==> config.mk <==
export PLATFORM = sky130hd
export DESIGN_NAME = multilevel_priority_run_queue_top
export DESIGN_NICKNAME = d
export VERILOG_FILES = /design/src/hdl/mprq_pkg.sv /design/src/hdl/multilevel_priority_run_queue_top.sv /design/src/hdl/mprq_mem.sv /design/src/hdl/mprq_cmp.sv /design/src/hdl/mprq_ctrl.sv
export SDC_FILE = /design/constraint.sdc
export NUM_CORES = 2
export LEC_CHECK = 0
export BUFFER_PORTS_ARGS = -buffer_cell sky130_fd_sc_hd__buf_2
export CAP_MARGIN = 20
export CORE_ASPECT_RATIO = 0.5
export CORE_MARGIN = 2
export CORE_UTILIZATION = 45
export CTS_CLUSTER_SIZE = 14
export DETAILED_ROUTE_END_ITERATION = 8
export PLACE_DENSITY = 0.64
export SLEW_MARGIN = 30
export SYNTH_ARGS = -nofsm -noshare
export SYNTH_HDL_FRONTEND = slang
export SYNTH_SLANG_ARGS = --single-unit
==> constraint.sdc <==
create_clock -name clk -period 12.5 [get_ports clk]
set_input_delay 2.5 -clock clk [delete_from_list [all_inputs] [get_ports clk]]
set_output_delay 2.5 -clock clk [all_outputs]
set_load 0.01 [all_outputs]
==> src/hdl/mprq_pkg.sv <==
// mprq_pkg: shared types and codes for the multilevel priority run queue
// pool slot layout, operation and status codes, sequencer states, compare unit bundles
// no dependencies
`timescale 1ns / 1ps

package mprq_pkg;

	localparam int CoreW  = 3;
	localparam int PrioW  = 8;
	localparam int PidW   = 16;
	localparam int StampW = 32;

	typedef enum logic [1:0] {
		FN_INSERT = 2'd0,
		FN_POP    = 2'd1,
		FN_REMOVE = 2'd2,
		FN_NOP    = 2'd3
	} func_t;

	typedef enum logic [1:0] {
		ST_OK       = 2'd0,
		ST_EMPTY    = 2'd1,
		ST_NOTFOUND = 2'd2,
		ST_FULL     = 2'd3
	} status_t;

	typedef enum logic [2:0] {
		S_CLEAR,
		S_IDLE,
		S_SCAN,
		S_DRAIN,
		S_WRITE,
		S_PUSH
	} state_t;

	typedef struct packed {
		logic              valid;
		logic [CoreW-1:0]  core;
		logic [PrioW-1:0]  level;
		logic [PidW-1:0]   id;
		logic [StampW-1:0] stamp;
	} slot_t;

	typedef struct packed {
		func_t             mode;
		logic [CoreW-1:0]  core;
		logic [PrioW-1:0]  prio;
		logic [PidW-1:0]   pid;
		logic [StampW-1:0] counter;
		logic              have;
		logic [PrioW-1:0]  blevel;
		logic [StampW-1:0] bage;
		slot_t             entry;
	} cmp_in_t;

	typedef struct packed {
		logic              take;
		logic [StampW-1:0] age;
	} cmp_out_t;

endpackage

==> src/hdl/multilevel_priority_run_queue_top.sv <==
// multilevel_priority_run_queue_top: per-core multilevel run queue over a shared slot pool
// depends on mprq_pkg, mprq_mem, mprq_cmp and mprq_ctrl
`timescale 1ns / 1ps

// usage:
// request channel req_valid/req_ready carries func, core, prio, pid; each item gives
// exactly one result on rsp_valid/rsp_ready as status, out_pid, out_prio.
// insert puts pid in the lowest free slot, pop takes the oldest entry of the most
// urgent non-empty level of a core, remove takes the newest matching entry.
// sequence: insert, pop and remove read every slot once through one read port, then
// pass the drain, write and push steps before the result is registered; the next
// item is taken only after the push step has handed the result to the output register.
// an item rejected for an out-of-range core or level, or an unused func code, skips
// the scan and goes straight to the push step.
// reset: after arst_n drops, a clearing pass writes every slot empty, one per cycle;
// req_ready stays low until it is done.
// a held result sits in the output register; the next item is accepted and worked
// meanwhile, and the block only waits if that item finishes before the receiver
// takes the previous result.
module multilevel_priority_run_queue_top
	import mprq_pkg::*;
#(
	parameter int CORES      = 8,
	parameter int PRIORITIES = 140,
	parameter int SLOTS      = 64
) (
	input  logic             clk,
	input  logic             arst_n,
	input  logic             req_valid,
	output logic             req_ready,
	input  logic [1:0]       func,
	input  logic [CoreW-1:0] core,
	input  logic [PrioW-1:0] prio,
	input  logic [PidW-1:0]  pid,
	output logic             rsp_valid,
	input  logic             rsp_ready,
	output logic [1:0]       status,
	output logic [PidW-1:0]  out_pid,
	output logic [PrioW-1:0] out_prio
);

	localparam int IdxW = $clog2(SLOTS);

	logic            mem_re;
	logic [IdxW-1:0] mem_raddr;
	slot_t           mem_rdata;
	logic            mem_we;
	logic [IdxW-1:0] mem_waddr;
	slot_t           mem_wdata;
	cmp_in_t         cmp_in;
	cmp_out_t        cmp_out;

	mprq_ctrl #(
		.CORES      (CORES),
		.PRIORITIES (PRIORITIES),
		.SLOTS      (SLOTS)
	) u_ctrl (
		.clk       (clk),
		.arst_n    (arst_n),
		.req_valid (req_valid),
		.req_ready (req_ready),
		.func      (func),
		.core      (core),
		.prio      (prio),
		.pid       (pid),
		.rsp_valid (rsp_valid),
		.rsp_ready (rsp_ready),
		.status    (status),
		.out_pid   (out_pid),
		.out_prio  (out_prio),
		.mem_re    (mem_re),
		.mem_raddr (mem_raddr),
		.mem_rdata (mem_rdata),
		.mem_we    (mem_we),
		.mem_waddr (mem_waddr),
		.mem_wdata (mem_wdata),
		.cmp_in    (cmp_in),
		.cmp_out   (cmp_out)
	);

	mprq_mem #(
		.SLOTS (SLOTS)
	) u_mem (
		.clk   (clk),
		.re    (mem_re),
		.raddr (mem_raddr),
		.rdata (mem_rdata),
		.we    (mem_we),
		.waddr (mem_waddr),
		.wdata (mem_wdata)
	);

	mprq_cmp u_cmp (
		.cin  (cmp_in),
		.cout (cmp_out)
	);

endmodule

==> src/hdl/mprq_mem.sv <==
// mprq_mem: slot pool storage, one write port and one registered read port
// depends on mprq_pkg for the slot layout
`timescale 1ns / 1ps

module mprq_mem
	import mprq_pkg::*;
#(
	parameter int SLOTS = 64
) (
	input  logic                     clk,
	input  logic                     re,
	input  logic [$clog2(SLOTS)-1:0] raddr,
	output slot_t                    rdata,
	input  logic                     we,
	input  logic [$clog2(SLOTS)-1:0] waddr,
	input  slot_t                    wdata
);

	slot_t mem [SLOTS];
	slot_t rdata_q;

	always_ff @(posedge clk) begin
		if (we) begin
			mem[waddr] <= wdata;
		end
	end

	always_ff @(posedge clk) begin
		if (re) begin
			rdata_q <= mem[raddr];
		end
	end

	assign rdata = rdata_q;

endmodule

==> src/hdl/mprq_cmp.sv <==
// mprq_cmp: shared age and match unit, judges one pool slot against the current best
// depends on mprq_pkg for the compare bundles and codes
`timescale 1ns / 1ps

module mprq_cmp
	import mprq_pkg::*;
(
	input  cmp_in_t  cin,
	output cmp_out_t cout
);

	logic [StampW-1:0] age;
	logic              core_hit;
	logic              older;
	logic              newer;
	logic              more_urgent;
	logic              same_level;

	always_comb begin
		age         = cin.counter - cin.entry.stamp;
		core_hit    = cin.entry.valid && (cin.entry.core == cin.core);
		older       = age > cin.bage;
		newer       = age < cin.bage;
		more_urgent = cin.entry.level < cin.blevel;
		same_level  = cin.entry.level == cin.blevel;
		cout.age    = age;
		unique case (cin.mode)
			FN_INSERT: begin
				// first free slot in ascending scan
				cout.take = !cin.entry.valid && !cin.have;
			end
			FN_POP: begin
				cout.take = core_hit &&
					(!cin.have || more_urgent || (same_level && older));
			end
			FN_REMOVE: begin
				cout.take = core_hit && (cin.entry.level == cin.prio) &&
					(cin.entry.id == cin.pid) && (!cin.have || newer);
			end
			default: begin
				cout.take = 1'b0;
			end
		endcase
	end

endmodule

==> src/hdl/mprq_ctrl.sv <==
// mprq_ctrl: sequencer, clears the pool after reset, scans it at most once per item, updates it
// depends on mprq_pkg; drives mprq_mem and mprq_cmp
`timescale 1ns / 1ps

module mprq_ctrl
	import mprq_pkg::*;
#(
	parameter int CORES      = 8,
	parameter int PRIORITIES = 140,
	parameter int SLOTS      = 64
) (
	input  logic                     clk,
	input  logic                     arst_n,
	input  logic                     req_valid,
	output logic                     req_ready,
	input  logic [1:0]               func,
	input  logic [CoreW-1:0]         core,
	input  logic [PrioW-1:0]         prio,
	input  logic [PidW-1:0]          pid,
	output logic                     rsp_valid,
	input  logic                     rsp_ready,
	output logic [1:0]               status,
	output logic [PidW-1:0]          out_pid,
	output logic [PrioW-1:0]         out_prio,
	output logic                     mem_re,
	output logic [$clog2(SLOTS)-1:0] mem_raddr,
	input  slot_t                    mem_rdata,
	output logic                     mem_we,
	output logic [$clog2(SLOTS)-1:0] mem_waddr,
	output slot_t                    mem_wdata,
	output cmp_in_t                  cmp_in,
	input  cmp_out_t                 cmp_out
);

	localparam int IdxW = $clog2(SLOTS);
	localparam logic [IdxW-1:0] LastIdx = IdxW'(SLOTS - 1);

	state_t state_q, state_d;

	logic [IdxW-1:0]   clr_q;
	logic [IdxW-1:0]   iss_q;
	logic              rdv_s1;
	logic [IdxW-1:0]   idx_s1;
	logic [StampW-1:0] cnt_q;

	func_t             func_q;
	logic [CoreW-1:0]  core_q;
	logic [PrioW-1:0]  prio_q;
	logic [PidW-1:0]   pid_q;

	logic              have_q;
	logic [IdxW-1:0]   bidx_q;
	logic [PrioW-1:0]  blevel_q;
	logic [StampW-1:0] bage_q;
	logic [PidW-1:0]   bid_q;

	status_t           res_st_q;
	logic [PidW-1:0]   res_pid_q;
	logic [PrioW-1:0]  res_prio_q;

	logic              rsp_valid_q;
	logic [1:0]        out_st_q;
	logic [PidW-1:0]   out_pid_q;
	logic [PrioW-1:0]  out_prio_q;

	logic              accept;
	logic              core_bad;
	logic              prio_bad;
	logic              out_free;

	assign accept   = req_valid && req_ready;
	assign core_bad = 32'(core) >= 32'(CORES);
	assign prio_bad = 32'(prio) >= 32'(PRIORITIES);
	assign out_free = !rsp_valid_q || rsp_ready;

	always_comb begin
		cmp_in.mode    = func_q;
		cmp_in.core    = core_q;
		cmp_in.prio    = prio_q;
		cmp_in.pid     = pid_q;
		cmp_in.counter = cnt_q;
		cmp_in.have    = have_q;
		cmp_in.blevel  = blevel_q;
		cmp_in.bage    = bage_q;
		cmp_in.entry   = mem_rdata;
	end

	always_ff @(posedge clk or negedge arst_n) begin
		if (!arst_n) begin
			state_q <= S_CLEAR;
		end else begin
			state_q <= state_d;
		end
	end

	always_comb begin
		state_d   = state_q;
		req_ready = 1'b0;
		mem_re    = 1'b0;
		mem_raddr = iss_q;
		mem_we    = 1'b0;
		mem_waddr = bidx_q;
		mem_wdata = '0;
		unique case (state_q)
			S_CLEAR: begin
				mem_we    = 1'b1;
				mem_waddr = clr_q;
				if (clr_q == LastIdx) begin
					state_d = S_IDLE;
				end
			end
			S_IDLE: begin
				req_ready = 1'b1;
				if (req_valid) begin
					unique case (func_t'(func))
						FN_INSERT: state_d = (core_bad || prio_bad) ? S_PUSH : S_SCAN;
						FN_POP:    state_d = core_bad ? S_PUSH : S_SCAN;
						FN_REMOVE: state_d = (core_bad || prio_bad) ? S_PUSH : S_SCAN;
						default:   state_d = S_PUSH;
					endcase
				end
			end
			S_SCAN: begin
				mem_re = 1'b1;
				if (iss_q == LastIdx) begin
					state_d = S_DRAIN;
				end
			end
			S_DRAIN: begin
				state_d = S_WRITE;
			end
			S_WRITE: begin
				mem_we = have_q;
				if (func_q == FN_INSERT) begin
					mem_wdata.valid = 1'b1;
					mem_wdata.core  = core_q;
					mem_wdata.level = prio_q;
					mem_wdata.id    = pid_q;
					mem_wdata.stamp = cnt_q;
				end
				state_d = S_PUSH;
			end
			S_PUSH: begin
				if (out_free) begin
					state_d = S_IDLE;
				end
			end
			default: begin
				state_d = S_CLEAR;
			end
		endcase
	end

	// control counters and flags
	always_ff @(posedge clk or negedge arst_n) begin
		if (!arst_n) begin
			clr_q       <= '0;
			iss_q       <= '0;
			rdv_s1      <= 1'b0;
			cnt_q       <= '0;
			have_q      <= 1'b0;
			rsp_valid_q <= 1'b0;
		end else begin
			rdv_s1 <= (state_q == S_SCAN);
			if (state_q == S_CLEAR) begin
				clr_q <= clr_q + 1'b1;
			end
			if (accept) begin
				iss_q  <= '0;
				have_q <= 1'b0;
			end else if (state_q == S_SCAN) begin
				iss_q <= iss_q + 1'b1;
			end
			if (rdv_s1 && cmp_out.take) begin
				have_q <= 1'b1;
			end
			if (state_q == S_WRITE && have_q && func_q == FN_INSERT) begin
				cnt_q <= cnt_q + 1'b1;
			end
			if (state_q == S_PUSH && out_free) begin
				rsp_valid_q <= 1'b1;
			end else if (rsp_ready) begin
				rsp_valid_q <= 1'b0;
			end
		end
	end

	// item fields, best candidate and result payload
	always_ff @(posedge clk) begin
		idx_s1 <= iss_q;
		if (accept) begin
			func_q     <= func_t'(func);
			core_q     <= core;
			prio_q     <= prio;
			pid_q      <= pid;
			res_pid_q  <= '0;
			res_prio_q <= '0;
			unique case (func_t'(func))
				FN_INSERT: res_st_q <= ST_FULL;
				FN_POP:    res_st_q <= ST_EMPTY;
				FN_REMOVE: res_st_q <= ST_NOTFOUND;
				default:   res_st_q <= ST_OK;
			endcase
		end
		if (rdv_s1 && cmp_out.take) begin
			bidx_q   <= idx_s1;
			blevel_q <= mem_rdata.level;
			bage_q   <= cmp_out.age;
			bid_q    <= mem_rdata.id;
		end
		if (state_q == S_WRITE && have_q) begin
			res_st_q <= ST_OK;
			if (func_q != FN_INSERT) begin
				res_pid_q  <= bid_q;
				res_prio_q <= blevel_q;
			end
		end
		if (state_q == S_PUSH && out_free) begin
			out_st_q   <= res_st_q;
			out_pid_q  <= res_pid_q;
			out_prio_q <= res_prio_q;
		end
	end

	assign rsp_valid = rsp_valid_q;
	assign status    = out_st_q;
	assign out_pid   = out_pid_q;
	assign out_prio  = out_prio_q;

`ifndef NO_ASSERTIONS
	a_cnt_only_on_write: assert property (@(posedge clk) disable iff (!arst_n)
		state_q != S_WRITE |=> cnt_q == $past(cnt_q))
		else $error("arrival counter moved outside the write step");

	a_eval_in_scan: assert property (@(posedge clk) disable iff (!arst_n)
		rdv_s1 |-> (state_q == S_SCAN || state_q == S_DRAIN))
		else $error("slot evaluated outside the scan");

	a_no_write_while_scan: assert property (@(posedge clk) disable iff (!arst_n)
		(state_q == S_SCAN || state_q == S_DRAIN || state_q == S_IDLE) |-> !mem_we)
		else $error("pool written during a scan or while idle");

	a_ready_only_idle: assert property (@(posedge clk) disable iff (!arst_n)
		req_ready |-> (state_q == S_IDLE && !rdv_s1))
		else $error("item taken while a scan is in flight");

	a_push_loads_output: assert property (@(posedge clk) disable iff (!arst_n)
		(state_q == S_PUSH && out_free) |=> rsp_valid_q)
		else $error("result lost on the way to the output register");
`endif

endmodule

# Word level (Yosys, flattened, before mapping)
# Memory sizes are Yosys's and may differ from the RTL's. A register that Yosys moved wholly into a read port is not among the register bits.
# Cells that the tools add are included.
totals:
  in_bits: 33
  ramBits: 3840
  register_bits: 199
  latch_bits: 0
  word_cells: 107
  romBits: 0
  output_inout_bits: 28
  mem_count: 1
op_classes:
  magnitude_cmp: 4
  n_mul: 0
  n_bitwise: 0
  addsub: 4
  n_div: 0
  mux: 29
  n_eq_ne: 19
  reduce_logical: 28
  n_shift: 0
mem_list:
  columns: ["memory", "words", "word_bits", "read_ports", "rd_ports_with_merged_regs", "write_ports", "line", "rtl"]
  rows:
  - ["u_mem.mem", 64, 60, 1, 1, 1, "mprq_mem.sv:19", "slot_t mem [SLOTS];"]
op_table:
  columns: ["op", "count"]
  rows:
  - ["60-bit 2-to-1 mux", 2]
  - ["16-bit 2-to-1 mux", 3]
  - ["32-bit by 1-bit adder with 32-bit output, second input constant", 1]
  - ["32-bit greater-than comparator", 1]
  - ["32-bit < comparator", 1]
  - ["32-bit subtractor", 1]
  - ["8-bit 2-to-1 mux", 3]
  - ["6-bit 2-to-1 mux", 3]
  - ["3-bit one-hot mux with 6 select lines", 1]
  - ["16-bit equality test", 1]
  - ["8-bit equality test", 2]
  - ["3-bit 2-to-1 mux", 5]
  - ["6-bit by 1-bit adder with 6-bit output, second input constant", 2]
  - ["6-bit equality test, second input constant", 2]
  - ["1-bit logical AND", 12]
  - ["8-bit greater-or-equal comparator, second input constant", 1]
  - ["8-bit < comparator", 1]
  - ["1-bit 2-to-1 mux", 8]
  - ["2-bit nonzero test", 4]
  - ["3-bit by 2-bit equality test with 1-bit output, second input constant", 2]
  - ["3-bit equality test, second input constant", 2]
  - ["2-bit by 1-bit inequality test with 1-bit output, second input constant", 3]
  - ["2-bit one-hot mux with 3 select lines", 1]
  - ["3-bit one-hot mux with 2 select lines", 1]
  - ["other kinds (13)", 21]

# Longest topological paths before layout
depth:
  word_depth: 8
  ltp_mapped: 22
  mapped_depth_nobuf: 22

# Cells and area by module
# A second synthesis with hierarchy kept.
hier_totals:
  hier_cells: 7054
  hier_area_um2: 157932.7
modules_own_cells:
  columns: ["module", "seq_area_each_um2", "area_each_um2", "cells_each", "n_inst"]
  rows:
  - ["mprq_mem", 117112.3, 147111.1, 6093, 1]
  - ["mprq_ctrl", 5405.2, 7728.7, 530, 1]
  - ["mprq_cmp", 0.0, 3093.0, 431, 1]

# Least setup slack after synthesis
# No wires, ideal clock.
synth_path:
  kind: "register -> register"
  startpoint: "register u_ctrl.cnt_q[0]"
  endpoint: "register u_ctrl.bage_q[0] (enable)"
  required_ns: 11.920
  period_less_slack_ns: 8.904
  path_buffers: 0
  stages_incl_launch_ff: 22
  arrival_ns: 8.324
  setup_slack_ns: 3.596
  setup_ns: 0.580
  cell_sequence: "dfrtp_1 > inv_1 > ha_1 > fa_1 > nor2b_1 > o31a_1 > o21ai_0 > a21boi_0 > o21ai_0 > nand2b_1 > a21o_1 > a21oi_1 > xnor2_1 > ha_1 > and3_1 > or3b_2 > a21oi_1 > o21ai_0 > o211ai_1 > a211o_1 > a311oi_1 > o32ai_1"
synth_lines:
  columns: ["item", "line", "rtl"]
  rows:
  - ["from (decl)", "mprq_ctrl.sv:44", "logic [StampW-1:0] cnt_q;"]
  - ["from (signal assigned)", "mprq_ctrl.sv:178", "cnt_q <= cnt_q + 1'b1;"]
  - ["to (signal assigned)", "mprq_ctrl.sv:208", "bage_q <= cmp_out.age;"]
  - ["to (decl)", "mprq_ctrl.sv:54", "logic [StampW-1:0] bage_q;"]

==> flow_metrics.env <==
export IMPL_status="complete, no violations"
export IMPL_drt_drc_violations_left=0
export IMPL_reg2regPathDepth=19
export IMPL_die_w_um=840.1
export IMPL_end_kind="register"
export IMPL_syn_cell_area_um2=157300
export IMPL_cts_htree_levels=5
export IMPL_grt_usage_pct=23.88
export IMPL_worst_pin_slew_ns=1.125
export IMPL_dieArea_um2=354600
export IMPL_cts_tree="done"
export IMPL_seq_area_frac_synth_pct=77.89
export IMPL_drt_pass1_iterations=7
export IMPL_insertion_delay_ns=0.95
export IMPL_async_flop_share_pct=1.220
export IMPL_cts_sinks=4099
export IMPL_clockBufferDepth=4
export IMPL_start_kind="register"
export IMPL_fin_crit_sh_pct=45.97
export IMPL_synthCells=6506
export IMPL_drt_iter0_markers=12630
export IMPL_cts_setup_buffers=0
export IMPL_nNetsFinal=6977
export IMPL_grt_pass1_vias=72640
export IMPL_ys_types=63
export IMPL_period_needed_ns=5.746
export IMPL_setup_violations=0
export IMPL_power_density_nw_per_um2=144.6
export IMPL_arrival_ns=6.31
export IMPL_ctsResizeCount=0
export IMPL_synth_warnings=0
export IMPL_hpwl_um=217500
export IMPL_r2r_start="u_ctrl.cnt_q[0]$_DFFE_PN0P_"
export IMPL_grt_max_degree=130
export IMPL_drtAntennaViolNets=0
export IMPL_pin_count=61
export IMPL_seq_area_um2=122500
export IMPL_coreArea_um2=347600
export IMPL_tns_ns=0
export IMPL_multi_input_comb_area_um2=33840
export IMPL_antenna_found_initial=26
export IMPL_required_ns=13.06
export IMPL_grt_ovfl_total=0
export IMPL_routed_wl_um=428700
export IMPL_cts_made_buffers=365
export IMPL_wl_per_cell_um=36.41
export IMPL_gp_congestion=0.8650
export IMPL_mostFrequentLayoutCells="4017 x edfxtp_1, 1260 x mux4_2, 369 x clkbuf_16, 192 x buf_4, 118 x nand2_1"
export IMPL_synth_ff_type="edfxtp_1"
export IMPL_crit_path_top_delay_cell="o311ai_0"
export IMPL_ys_top_cells_by_area="edfxtp_1 77%, mux4_2 18%, dfrtp_1 0.80%"
export IMPL_hold_path_class="register to register"
export IMPL_critical_path_buf_inv_count=2
export IMPL_num_vias=75060
export IMPL_hold_violations=0
export IMPL_start_util_pct=45.24
export IMPL_rows=153
export IMPL_num_fill_cells=26820
export IMPL_hold_depth=0
export IMPL_skew_ns=0.06545
export IMPL_syn_nets=6614
export IMPL_path_delay_family="compound AO/OA/AOI/OAI gates"
export IMPL_synth_top_area_share_pct=76.69
export IMPL_synth_area_per_cell_um2=24.18
export IMPL_area_growth_pct=11.95
export IMPL_final_common_cell="edfxtp_1"
export IMPL_rsz0062_at_grt="false"
export IMPL_peakVddDrop_v=0.0001032
export IMPL_viasPerCell=6.376
export IMPL_slew_headroom_pct=24.98
export IMPL_hold_worst_slack_ns=0.4041
export IMPL_io_buffers=60
export IMPL_cp_max_fo=32
export IMPL_grt_pass1_wl_um=589800
export IMPL_rrSetupSlack_ns=6.75
export IMPL_min_delay_start="u_ctrl.idx_s1[1]$_DFF_P_"
export IMPL_die_h_um=422.1
export IMPL_yosys_area_top_type="edfxtp_1"
export IMPL_synth_edf_count=4017
export IMPL_r2r_end="u_ctrl.bage_q[26]$_DFFE_PP_"
export IMPL_critPathLaunch="u_ctrl.cnt_q[0]$_DFFE_PN0P_"
export IMPL_ys_ff_latch=4099
export IMPL_maxCapViolations=0
export IMPL_max_stage_delay_ns=0.64
export IMPL_clock_root_buffer="clkbuf_16"
export IMPL_clk_pin_slew_ns=0.06
export IMPL_layout_drive_gt1_share_pct=30.05
export IMPL_fmax_mhz=174.0
export IMPL_path_cells="inv_1 -> ha_1 -> fa_1 -> nor2b_1 -> o31a_1 -> o311ai_0 -> a21oi_1 -> a211oi_1 -> o311a_1 -> o21bai_1 -> a21oi_1 -> xnor2_1 -> ha_1 -> nand4_1 -> nor4_1 -> a211o_1 -> a311oi_1 -> o32ai_4 -> buf_4"
export IMPL_hold_buffers=0
export IMPL_crit_type="register to register"
export IMPL_final_max_slew_viol_count=0
export IMPL_p_leak_uw=0.04747
export IMPL_min_to="u_ctrl.bidx_q[1]$_DFFE_PP_"
[final cells by class]
cell class	instances	share of cell area, %
multi-input cells	2009	19.22
inverters	90	0.1926
clock inverters	126	0.5415
well taps	4650	3.304
repair buffers	304	1.564
clock buffers	491	5.579
flip-flops and latches	4099	69.59
diodes	4	0.005685
[stage by stage]
step / area (um2) / setup slack, ns / util, % / instances / total power [uW]
after global placement: 164600 / 6.836 / 47.35 / 11130 / 15160
final: 176100 / 6.754 / 50.65 / 11770 / 25460
after floorplan: 157300 / 3.596 / - / 6506 / 15140
after detailed placement: 165200 / 6.816 / 47.51 / 11150 / 15160
after global routing: 176100 / 6.329 / 50.65 / 11770 / 26110
after CTS: 175900 / 6.771 / 50.61 / 11770 / 25590
[worst max-delay path by stage]
stage / endpoint / slack [ns] / depth (start not counted)
after global placement: u_ctrl.bid_q[12]$_DFFE_PP_ / 6.84 / 19
after global routing: u_ctrl.bage_q[28]$_DFFE_PP_ / 6.33 / 19
after floorplan: u_ctrl.bage_q[0]$_DFFE_PP_ / 3.60 / 21
after detailed placement: u_ctrl.bage_q[15]$_DFFE_PP_ / 6.82 / 19
after CTS: u_ctrl.bage_q[26]$_DFFE_PP_ / 6.77 / 19
final: u_ctrl.bage_q[26]$_DFFE_PP_ / 6.75 / 19
[cell usage after synthesis (all sizes together) (5+ instances only)]
cell / number
edfxtp: 4017
xnor2: 61
nand2: 118
nand4: 26
nor2: 116
mux4: 1260
buf: 89
o31ai: 6
dfxtp: 32
and3: 11
nand3: 27
inv: 90
dfrtp: 50
and2: 56
nand2b: 9
clkbuf: 219
a21oi: 43
o21a: 10
nor3: 6
o21ai: 54
a21o: 25
mux2i: 5
xor2: 32
ha: 74
nor4: 12
[kinds of logic (layout without fill, tap and decap cells)]
group / Yosys count / after routing / share of synthesized area (%)
multiplexers: 1268 / 1268 / 18.09
adder cells (fa/ha/maj): 75 / 75 / 0.6014
flip-flops: 4099 / 4099 / 77.89
other: 0 / 4 / 0
XOR/XNOR: 93 / 93 / 0.5179
AO/OA/AOI/OAI: 174 / 174 / 0.6913
buffers and inverters: 398 / 1011 / 0.9768
AND/OR/NAND/NOR: 399 / 399 / 1.225
[power breakdown]
part | internal [uW] | leakage [uW] | switching, uW
registers | 14800 | 0.0289 | 0.00000000000000847
clock network | 5660 | 0.00525 | 4940
logic | 3.98 | 0.0133 | 9.60
[registers in the layout, indices dropped and copies added (netlist names), 2 cells and up]
name,flops
u_ctrl.mem_raddr,6
u_ctrl.out_prio,8
u_ctrl.state_q,3
u_ctrl.blevel_q,8
u_ctrl.res_prio_q,8
u_ctrl.res_pid_q,16
u_ctrl.out_pid,16
u_mem.mem,3840
u_ctrl.res_st_q,2
u_mem.rdata,60
u_ctrl.pid_q,16
u_ctrl.clr_q,6
u_ctrl.bid_q,16
u_ctrl.prio_q,8
u_ctrl.core_q,3
u_ctrl.idx_s1,6
u_ctrl.bage_q,32
u_ctrl.status,2
u_ctrl.bidx_q,6
u_ctrl.func_q,2
u_ctrl.cnt_q,32
[routing by layer]
metal | GRT usage (%) | wire (um) | vias up
met5 | 0 | 40 | -
met3 | 4.759 | 49660 | 585
li1 | - | - | 28590
met4 | 5.988 | 11360 | 6
met2 | 35.47 | 193900 | 4571
met1 | 36.73 | 173700 | 41310
Note: power is estimated with default switching activity, not from simulation.
